--- src/sv/lkxc_pkg.sv ---
`timescale 1ns / 1ps
// shared types and constants for the lcg keystream xor cipher core
// no dependencies

package lkxc_pkg;

	localparam int POS_W  = 32;
	localparam int HALF_W = POS_W - 1;
	localparam int LCG_W  = 31;
	localparam int PROD_W = 2 * LCG_W;

	localparam logic [LCG_W-1:0] LCG_MOD   = 31'h7FFFFFFF;
	localparam logic [LCG_W-1:0] LCG_MUL   = 31'h000041A7;
	localparam logic [LCG_W-1:0] INIT_KEY0 = 31'h00000001;

	typedef struct packed {
		logic        command;
		logic [7:0]  data_byte;
		logic [31:0] seek_offset;
	} item_t;

	typedef struct packed {
		logic [7:0]  out_byte;
		logic [31:0] result_position;
		logic        seek_done;
	} result_t;

	typedef enum logic [1:0] {
		OP_STEP,
		OP_MULT,
		OP_SQR,
		OP_FINAL
	} op_t;

	typedef enum logic [2:0] {
		ST_IDLE,
		ST_CHK,
		ST_BIT,
		ST_MUL,
		ST_RED,
		ST_OUT
	} fsm_t;

	typedef struct packed {
		logic accept;
		logic mul_go;
		logic red_go;
		logic seek_wr;
		op_t  op;
	} ctrl_cmd_t;

	typedef struct packed {
		logic cmd_seek;
		logic pos_odd;
		logic fixed;
		logic n_zero;
		logic n_lsb;
		logic out_free;
	} dp_status_t;

endpackage

--- src/sv/lcg_keystream_xor_cipher_core.sv ---
`timescale 1ns / 1ps
// top level of the lcg keystream xor cipher core
// depends on lkxc_pkg, lkxc_ctrl, lkxc_datapath
//
// channel   signals                              transfer when
// item      item_valid, item_stall, item         item_valid && !item_stall
// result    result_valid, result_stall, result   result_valid && !result_stall
// cfg       cfg_valid, cfg_ready, cfg_data       cfg_valid && cfg_ready
//
// data byte at even position: output only; at odd position: output plus one lcg step
// through the shared multiply / mod 2^31-1 reduce unit (multiply, then reduce).
// seek: square-and-multiply jump-ahead on the same unit, one multiply and reduce per
// bit of the step count (two for a set bit) and a final one; no jump with no step.
// reset: init key 1, position 0; items and seek results are held off while the
// result register holds a stalled result.

module lcg_keystream_xor_cipher_core import lkxc_pkg::*; (
	input  logic             clk,
	input  logic             arst_n,
	input  logic             cfg_valid,
	output logic             cfg_ready,
	input  logic [LCG_W-1:0] cfg_data,
	input  logic             item_valid,
	output logic             item_stall,
	input  item_t            item,
	output logic             result_valid,
	input  logic             result_stall,
	output result_t          result
);

	ctrl_cmd_t  cmd;
	dp_status_t status;

	assign cfg_ready = 1'b1;

	lkxc_ctrl u_ctrl (
		.clk        (clk),
		.arst_n     (arst_n),
		.item_valid (item_valid),
		.item_stall (item_stall),
		.status     (status),
		.cmd        (cmd)
	);

	lkxc_datapath u_datapath (
		.clk          (clk),
		.arst_n       (arst_n),
		.cfg_we       (cfg_valid && cfg_ready),
		.cfg_data     (cfg_data),
		.item         (item),
		.cmd          (cmd),
		.status       (status),
		.result_valid (result_valid),
		.result_stall (result_stall),
		.result       (result)
	);

endmodule

--- src/sv/lkxc_ctrl.sv ---
`timescale 1ns / 1ps
// sequencer for the cipher core: item acceptance, lcg step and seek jump-ahead
// depends on lkxc_pkg

module lkxc_ctrl import lkxc_pkg::*; (
	input  logic       clk,
	input  logic       arst_n,
	input  logic       item_valid,
	output logic       item_stall,
	input  dp_status_t status,
	output ctrl_cmd_t  cmd
);

	fsm_t state_q, state_d;
	op_t  op_q, op_d;

	always_ff @(posedge clk or negedge arst_n) begin
		if (!arst_n) begin
			state_q <= ST_IDLE;
			op_q    <= OP_STEP;
		end else begin
			state_q <= state_d;
			op_q    <= op_d;
		end
	end

	always_comb begin
		state_d     = state_q;
		op_d        = op_q;
		cmd         = '0;
		cmd.op      = op_q;
		item_stall  = 1'b1;
		case (state_q)
			ST_IDLE: begin
				item_stall = !status.out_free;
				if (item_valid && status.out_free) begin
					cmd.accept = 1'b1;
					if (status.cmd_seek) begin
						state_d = ST_CHK;
					end else if (status.pos_odd && !status.fixed) begin
						op_d    = OP_STEP;
						state_d = ST_MUL;
					end
				end
			end
			ST_CHK: begin
				if (status.n_zero || status.fixed) begin
					state_d = ST_OUT;
				end else begin
					state_d = ST_BIT;
				end
			end
			ST_BIT: begin
				if (status.n_zero) begin
					op_d = OP_FINAL;
				end else if (status.n_lsb) begin
					op_d = OP_MULT;
				end else begin
					op_d = OP_SQR;
				end
				state_d = ST_MUL;
			end
			ST_MUL: begin
				cmd.mul_go = 1'b1;
				state_d    = ST_RED;
			end
			ST_RED: begin
				cmd.red_go = 1'b1;
				case (op_q)
					OP_STEP:  state_d = ST_IDLE;
					OP_MULT: begin
						op_d    = OP_SQR;
						state_d = ST_MUL;
					end
					OP_SQR:   state_d = ST_BIT;
					OP_FINAL: state_d = ST_OUT;
					default:  state_d = ST_IDLE;
				endcase
			end
			ST_OUT: begin
				if (status.out_free) begin
					cmd.seek_wr = 1'b1;
					state_d     = ST_IDLE;
				end
			end
			default: state_d = ST_IDLE;
		endcase
	end

endmodule

--- src/sv/lkxc_datapath.sv ---
`timescale 1ns / 1ps
// cipher datapath: lcg state, position, shared mod 2^31-1 multiplier, result register
// depends on lkxc_pkg

module lkxc_datapath import lkxc_pkg::*; (
	input  logic             clk,
	input  logic             arst_n,
	input  logic             cfg_we,
	input  logic [LCG_W-1:0] cfg_data,
	input  item_t            item,
	input  ctrl_cmd_t        cmd,
	output dp_status_t       status,
	output logic             result_valid,
	input  logic             result_stall,
	output result_t          result
);

	logic [LCG_W-1:0]  init_key_q, state_q, mult_q, base_q;
	logic [POS_W-1:0]  pos_q;
	logic [HALF_W-1:0] n_q;
	logic [PROD_W-1:0] prod_q;
	logic              out_valid_q;
	result_t           out_q;

	logic [7:0]        key_lo, key_hi;
	logic [POS_W-1:0]  target;
	logic [HALF_W-1:0] n_fwd;
	logic              seek_back, seek_fwd;
	logic [LCG_W-1:0]  opa, opb;
	logic [LCG_W:0]    red_sum, red_sub;
	logic [LCG_W-1:0]  red_res;
	logic              out_free, take;

	assign key_lo = state_q[30:23];
	assign key_hi = state_q[22:15];

	assign target    = POS_W'(item.seek_offset);
	assign seek_fwd  = target > pos_q;
	assign seek_back = target < pos_q;
	assign n_fwd     = target[POS_W-1:1] - pos_q[POS_W-1:1];

	always_comb begin
		case (cmd.op)
			OP_STEP: begin
				opa = state_q;
				opb = LCG_MUL;
			end
			OP_MULT: begin
				opa = mult_q;
				opb = base_q;
			end
			OP_SQR: begin
				opa = base_q;
				opb = base_q;
			end
			OP_FINAL: begin
				opa = state_q;
				opb = mult_q;
			end
			default: begin
				opa = state_q;
				opb = mult_q;
			end
		endcase
	end

	// fold high half onto low half, then one conditional subtract
	assign red_sum = {1'b0, prod_q[PROD_W-1:LCG_W]} + {1'b0, prod_q[LCG_W-1:0]};
	assign red_sub = red_sum - {1'b0, LCG_MOD};
	assign red_res = (red_sum >= {1'b0, LCG_MOD}) ? red_sub[LCG_W-1:0] : red_sum[LCG_W-1:0];

	assign take     = out_valid_q && !result_stall;
	assign out_free = !out_valid_q || !result_stall;

	always_ff @(posedge clk or negedge arst_n) begin
		if (!arst_n) begin
			init_key_q  <= INIT_KEY0;
			state_q     <= INIT_KEY0;
			pos_q       <= '0;
			out_valid_q <= 1'b0;
		end else begin
			if (cfg_we) begin
				init_key_q <= cfg_data;
				state_q    <= cfg_data;
				pos_q      <= '0;
			end else if (cmd.accept) begin
				if (item.command) begin
					pos_q <= target;
					if (seek_back) begin
						state_q <= init_key_q;
					end
				end else begin
					pos_q <= pos_q + POS_W'(1);
				end
			end else if (cmd.red_go && (cmd.op == OP_STEP || cmd.op == OP_FINAL)) begin
				state_q <= red_res;
			end
			if ((cmd.accept && !item.command) || cmd.seek_wr) begin
				out_valid_q <= 1'b1;
			end else if (take) begin
				out_valid_q <= 1'b0;
			end
		end
	end

	always_ff @(posedge clk) begin
		if (cmd.accept && item.command) begin
			mult_q <= 31'd1;
			base_q <= LCG_MUL;
			if (seek_back) begin
				n_q <= target[POS_W-1:1];
			end else if (seek_fwd) begin
				n_q <= n_fwd;
			end else begin
				n_q <= '0;
			end
		end
		if (cmd.mul_go) begin
			prod_q <= PROD_W'(opa) * PROD_W'(opb);
		end
		if (cmd.red_go && cmd.op == OP_MULT) begin
			mult_q <= red_res;
		end
		if (cmd.red_go && cmd.op == OP_SQR) begin
			base_q <= red_res;
			n_q    <= n_q >> 1;
		end
		if (cmd.accept && !item.command) begin
			out_q.out_byte        <= item.data_byte ^ (pos_q[0] ? key_hi : key_lo);
			out_q.result_position <= 32'(pos_q);
			out_q.seek_done       <= 1'b0;
		end else if (cmd.seek_wr) begin
			out_q.out_byte        <= 8'd0;
			out_q.result_position <= 32'(pos_q);
			out_q.seek_done       <= 1'b1;
		end
	end

	assign status.cmd_seek = item.command;
	assign status.pos_odd  = pos_q[0];
	assign status.fixed    = (state_q == '0) || (state_q == LCG_MOD);
	assign status.n_zero   = (n_q == '0);
	assign status.n_lsb    = n_q[0];
	assign status.out_free = out_free;

	assign result_valid = out_valid_q;
	assign result       = out_q;

endmodule
--- config.mk ---
export PLATFORM = sky130hd
export DESIGN_NAME = lcg_keystream_xor_cipher_core
export DESIGN_NICKNAME = d
export VERILOG_FILES = /design/src/sv/lkxc_pkg.sv /design/src/sv/lcg_keystream_xor_cipher_core.sv /design/src/sv/lkxc_ctrl.sv /design/src/sv/lkxc_datapath.sv
export SDC_FILE = /design/constraint.sdc
export NUM_CORES = 2
export LEC_CHECK = 0
export CORE_UTILIZATION = 46
export DETAILED_ROUTE_END_ITERATION = 12
export DONT_BUFFER_PORTS = 1
export HOLD_SLACK_MARGIN = 0.06
export MAX_ROUTING_LAYER = met4
export PLACE_DENSITY_LB_ADDON = 0.05
export SYNTH_ARGS = -nofsm -noshare
export SYNTH_HDL_FRONTEND = slang
export SYNTH_SLANG_ARGS = --single-unit
--- constraint.sdc ---
create_clock -name clk -period 10.7 [get_ports clk]
set_input_delay 2.14 -clock clk [delete_from_list [all_inputs] [get_ports clk]]
set_output_delay 2.14 -clock clk [all_outputs]
set_load 0.01 [all_outputs]
======== Word-level counts from Yosys, hierarchy flattened ========
Cells that the tools add are included.
W data, S select, Z words.
cells by class
  $mul .................................... 1
  reductions and logical operators ........ 34
  bitwise gates (word level) .............. 1
  $add $sub $neg .......................... 4
  equality and inequality tests ........... 17
  mux-type cells .......................... 45
  $lt $le $gt $ge ......................... 3
operators by type and width
  kind                      count
  $mux W31                  12
  $pmux W31 S3              2
  $mux W32                  3
  $mux W41                  2
  $logic_not A31 Y1         2
  $mul A31 B31 Y62          1
  $mux W30                  2
  $add A31 B31 Y32          1
  $add A32 B1 Y32 const B   1
  $ge A32 B31 Y1 const B    1
  $gt A32 B32 Y1            1
  $lt A32 B32 Y1            1
  $eq A31 B31 Y1 const B    1
  $sub A31 B31 Y31          1
  $sub A31 B31 Y31 const B  1
  $pmux W3 S6               1
  $mux W3                   5
  $mux W2                   6
  $pmux W3 S4               1
  $reduce_bool A2 Y1        5
  $mux W1                   9
  $logic_and A1 B1 Y1       8
  $mux W8                   1
  $xor A8 B8 Y8             1
  18 further kinds          36
storage, ports and cells
  input port bits ......................... 77
  word-level logic and storage cells ...... 119
  output and inout bits ................... 44
  bits in registers ....................... 296

======== Logic depth before layout (Yosys ltp) ========
  depth after elaboration ................. 8
  depth in mapped cells ................... 38
  depth with buffers taken out ............ 34

======== Cells and area by module ========
Synthesis repeated with hierarchy kept, for this count alone.
unflattened totals
  cell total of the unflattened synthesis .. 5,318
  area, all modules ....................... 47,890.9 um2
by module, submodules not included
  module                         cells an instance  area an instance (um2)  times used  seq. area each (um2)
  lkxc_datapath                  5,265              47,423.0                1           8,245.4
  lkxc_ctrl                      51                 456.7                   1           125.1
  lcg_keystream_xor_cipher_core  2                  11.3                    1           0.0

======== Least setup slack after synthesis ========
Ideal clock, no wire load.
  path kind ............................... reg2reg
  start ................................... reg u_ctrl.op_q[0]
  end ..................................... reg u_datapath.prod_q[60], data pin
  buffers on the path ..................... 4
  library setup time ...................... 0.269 ns
  data required time ...................... 10.431 ns
  stages on the path, launching flop included .. 37
  slack ................................... 1.186 ns
  period minus slack after synthesis ...... 9.514 ns
  arrival time ............................ 9.246 ns
  path through ............................ dfrtp_1 -> inv_1 -> ha_1 -> clkbuf_1 -> inv_1 -> buf_1 -> a22oi_1 -> o21a_1 -> clkbuf_1 -> clkbuf_1 -> nor2_1 -> fa_1 -> fa_1 -> fa_1 -> inv_1 -> fa_1 -> inv_1 -> fa_1 -> inv_1 -> fa_1 -> inv_1 -> fa_1 -> inv_1 -> fa_1 -> inv_1 -> ha_1 -> a21oi_1 -> o21ai_0 -> o21ai_0 -> a2111oi_0 -> o31ai_1 -> a221oi_1 -> a31oi_1 -> o31ai_1 -> a31oi_1 -> o31ai_1 -> xor2_1
between the ends
  cells in the longest elaborated chain, start to end .. 4
  elaborated cells on any way between the ends .. 9
  those cells by class .................... mul: 1; eq/ne: 3; mux: 2; reduce/logical: 3
ends and longest elaborated chain
  element                               RTL line              RTL
  start, declared                       lkxc_ctrl.sv:15       op_t op_q, op_d;
  start signal, assigned                lkxc_ctrl.sv:23       op_q <= op_d;
  $eq A2 B2 Y1 (tied with other cells)  lkxc_datapath.sv:43   case (cmd.op)
  $reduce_or A2 Y1 (no line)            --
  $pmux W31 S3                          lkxc_datapath.sv:43
  $mul A31 B31 Y62 (*)                  lkxc_datapath.sv:119  prod_q <= PROD_W'(opa) * PROD_W'(opb);
  end signal, assigned                  lkxc_datapath.sv:119
  end, declared                         lkxc_datapath.sv:21   logic [PROD_W-1:0] prod_q;
Mark *: on every way between the ends. The rest lies on a longest branch, timed or not.
A chain may end at the register's enable or synchronous reset.

======== Final worst setup path ========
Ends and elaborated chain as after synthesis.

==> results.json <==
{
  "status": "finished, final reports clean",
  "place_hpwl_um": 146100,
  "crit_arrival_ns": 10.48,
  "yosysTopAreaCellShare_pct": 34.53,
  "min_from": "u_datapath.init_key_q[16]",
  "worst_slew_pin_slew_ns": 1.165,
  "syn_area_um2": 48640,
  "die-area_um2": 107100,
  "synth_most_common_cell": "inv_1",
  "syn_inst": 5475,
  "fmax_mhz": 98.73,
  "rsz0062_at_grt": "false",
  "cp_max_fo": 17,
  "timing.final.crit_period_ns": 10.13,
  "yosysTopAreaCell": "fa_1",
  "post-cts-setup-buffers": 0,
  "final_max_slew_viol_count": 0,
  "core_um2": 104200,
  "grt_usage_pct": 35.06,
  "drive_gt1_share_pct": 6.004,
  "cts_resized": 0,
  "clock_path_buffers": 3,
  "ant_nets": 0,
  "yosysWarnings": 0,
  "gp_congestion": 1.007,
  "crit_buf_inv": 7,
  "path_class": "reg -> reg",
  "crit_top_cell": "fa_1",
  "crit_family": "adder cells",
  "cp_slowest_cell": "o21a_1",
  "numCtsBuffers": 31,
  "skew_ns": 0.03130,
  "grt_pass1_vias": 40310,
  "overflow": 0,
  "syn-num-nets": 6716,
  "cts_tree": "yes",
  "drt-initial-drc-count": 3693,
  "maxCapViolations": 0,
  "avgSynthCellArea_um2": 8.885,
  "syn2layout_area_growth_pct": 6.022,
  "finalCritPeriodShare_pct": 94.66,
  "synthArstFlopShare_pct": 33.78,
  "synthTopCellsByCount": "inv_1, fa_1, nor2_1",
  "finalSetupTns_ns": 0,
  "die_h_um": 327.2,
  "cp-start-kind": "register",
  "grt_max_degree": 101,
  "drc": 0,
  "hold_viol": 0,
  "cts.hold.buffers_added": 0,
  "setup_viol": 0,
  "first_pass_iters": 5,
  "nets": 6597,
  "end_kind": "register",
  "ys_types": 94,
  "crit_start": "u_ctrl.op_q[0]",
  "r2r-start": "u_ctrl.op_q[0]",
  "h-tree-depth": 1,
  "synth_edf_count": 194,
  "ioPinCount": 121,
  "grt_pass1_wl_um": 269100,
  "clk_pin_slew_ns": 0.07,
  "slowest_delay_ns": 0.72,
  "clk_latency_ns": 0.62,
  "cts_root_buf": "clkbuf_16",
  "wl_um": 179300,
  "viasPerCell": 5.832,
  "cp.required_ns": 11.05,
  "rows": 118,
  "seq_area_frac_synth_pct": 17.21,
  "fp.dieW_um": 327.2,
  "cts.sink_count": 296,
  "grt_antenna_before_repair": 12,
  "start_util_pct": 46.67,
  "hold_class": "reg -> reg",
  "yosys-top-cells-area": "fa_1, edfxtp_1, ha_1, inv_1, nor2_1",
  "wl_per_cell_um": 26.50,
  "synth_flop_cell": "edfxtp_1",
  "relSlewSlack_pct": 22.26,
  "portBuffers": 0,
  "dr_total_vias": 39460,
  "ys_ff_latch": 296
}
## cell usage in the layout (no fill, tap or decap), drive strengths merged, types with 19 or more instances in the layout
cell type  count
or2           34
nand3         64
a22oi         75
xnor2         75
ha           325
mux2          28
a21o          65
nor2         817
a211oi        30
o21ai        169
buf          164
o21a          56
nand4         40
nor3          63
nand2b        24
a21oi        183
fa           839
nor4          57
o31ai         30
edfxtp       194
a31oi         22
a221oi        42
nand2        625
dfrtp         98
nor2b         19
inv          867
xor2          49
and2          31
and3          32
clkbuf        34
## logic make-up after synthesis
logic type / synth area share (%)
AND/OR/NAND/NOR: 16.32
buffers and inverters: 9.157
adder cells (fa/ha/maj): 42.89
AO/OA/AOI/OAI: 11.23
flip-flops: 17.21
XOR/XNOR: 2.233
multiplexers: 0.9569
other: 0.007709
## final cells by class
type	count	area (um2)
diodes	6	15.01
clock buffers	34	787.0
clock inverters	23	216.5
fillers	10170	52660
inverters	860	3228
multi-input cells	4003	35960
flip-flops and latches	296	8371
well taps	1380	1727
repair buffers	164	1269
## final timing paths
path	to	slack [ns]	cells after the start
setup / recovery	u_datapath.prod_q[60]	0.57	31
hold / removal	u_datapath.init_key_q[16]	0.48	1
setup reg to reg	u_datapath.prod_q[60]	0.57	31
hold reg to reg	u_datapath.init_key_q[16]	0.48	1
max in group asynchronous	u_datapath.state_q[0]	9.25	0
min in group asynchronous	u_datapath.pos_q[9]	1.20	0
## worst register-to-register path, delay by kind of cell (launching register included)
kind            cells  cell delay, ns
buf+inv             7            0.88
flops               1            0.45
compound gates     10            3.39
simple gates        3            0.28
xor+xnor            1            0.12
fa+ha+maj          10            4.73
## per-layer routing
layer  part of all wire (%)  up-vias  wire (um)  GRT usage, %
met5                      0        -          0             -
met4                    4.2        0       7611         12.73
met3                    7.8      294      13940         5.165
met2                     45     1664      80470         53.14
met1                     43    20140      77260         47.83
li1                       -    17360          -             -
## state kept, by name (all words and copies together) (netlist names)
signal,flops
u_ctrl.op_q,2
u_ctrl.state_q,3
u_datapath.base_q,31
u_datapath.init_key_q,31
u_datapath.mult_q,31
u_datapath.n_q,31
u_datapath.pos_q,32
u_datapath.prod_q,62
u_datapath.result,41
u_datapath.result_valid,1
u_datapath.state_q,31
## through the flow
stage	cell area, um2	setup WS (ns)	instances	utilization [%]	hold slack (ns)
finish	51570	0.5717	6766	49.48	0.4841
floorplan	48640	1.186	5475	-	0.4530
global route	51570	0.1317	6766	49.48	0.5177
CTS	51560	0.6515	6760	49.46	0.4852
global placement	50550	0.8104	6703	48.50	0.4696
detailed placement	50550	0.7840	6703	48.50	0.4690
Power is not shown: default switching activity piles up to over one toggle a cycle in this logic, so the estimate is an artifact.
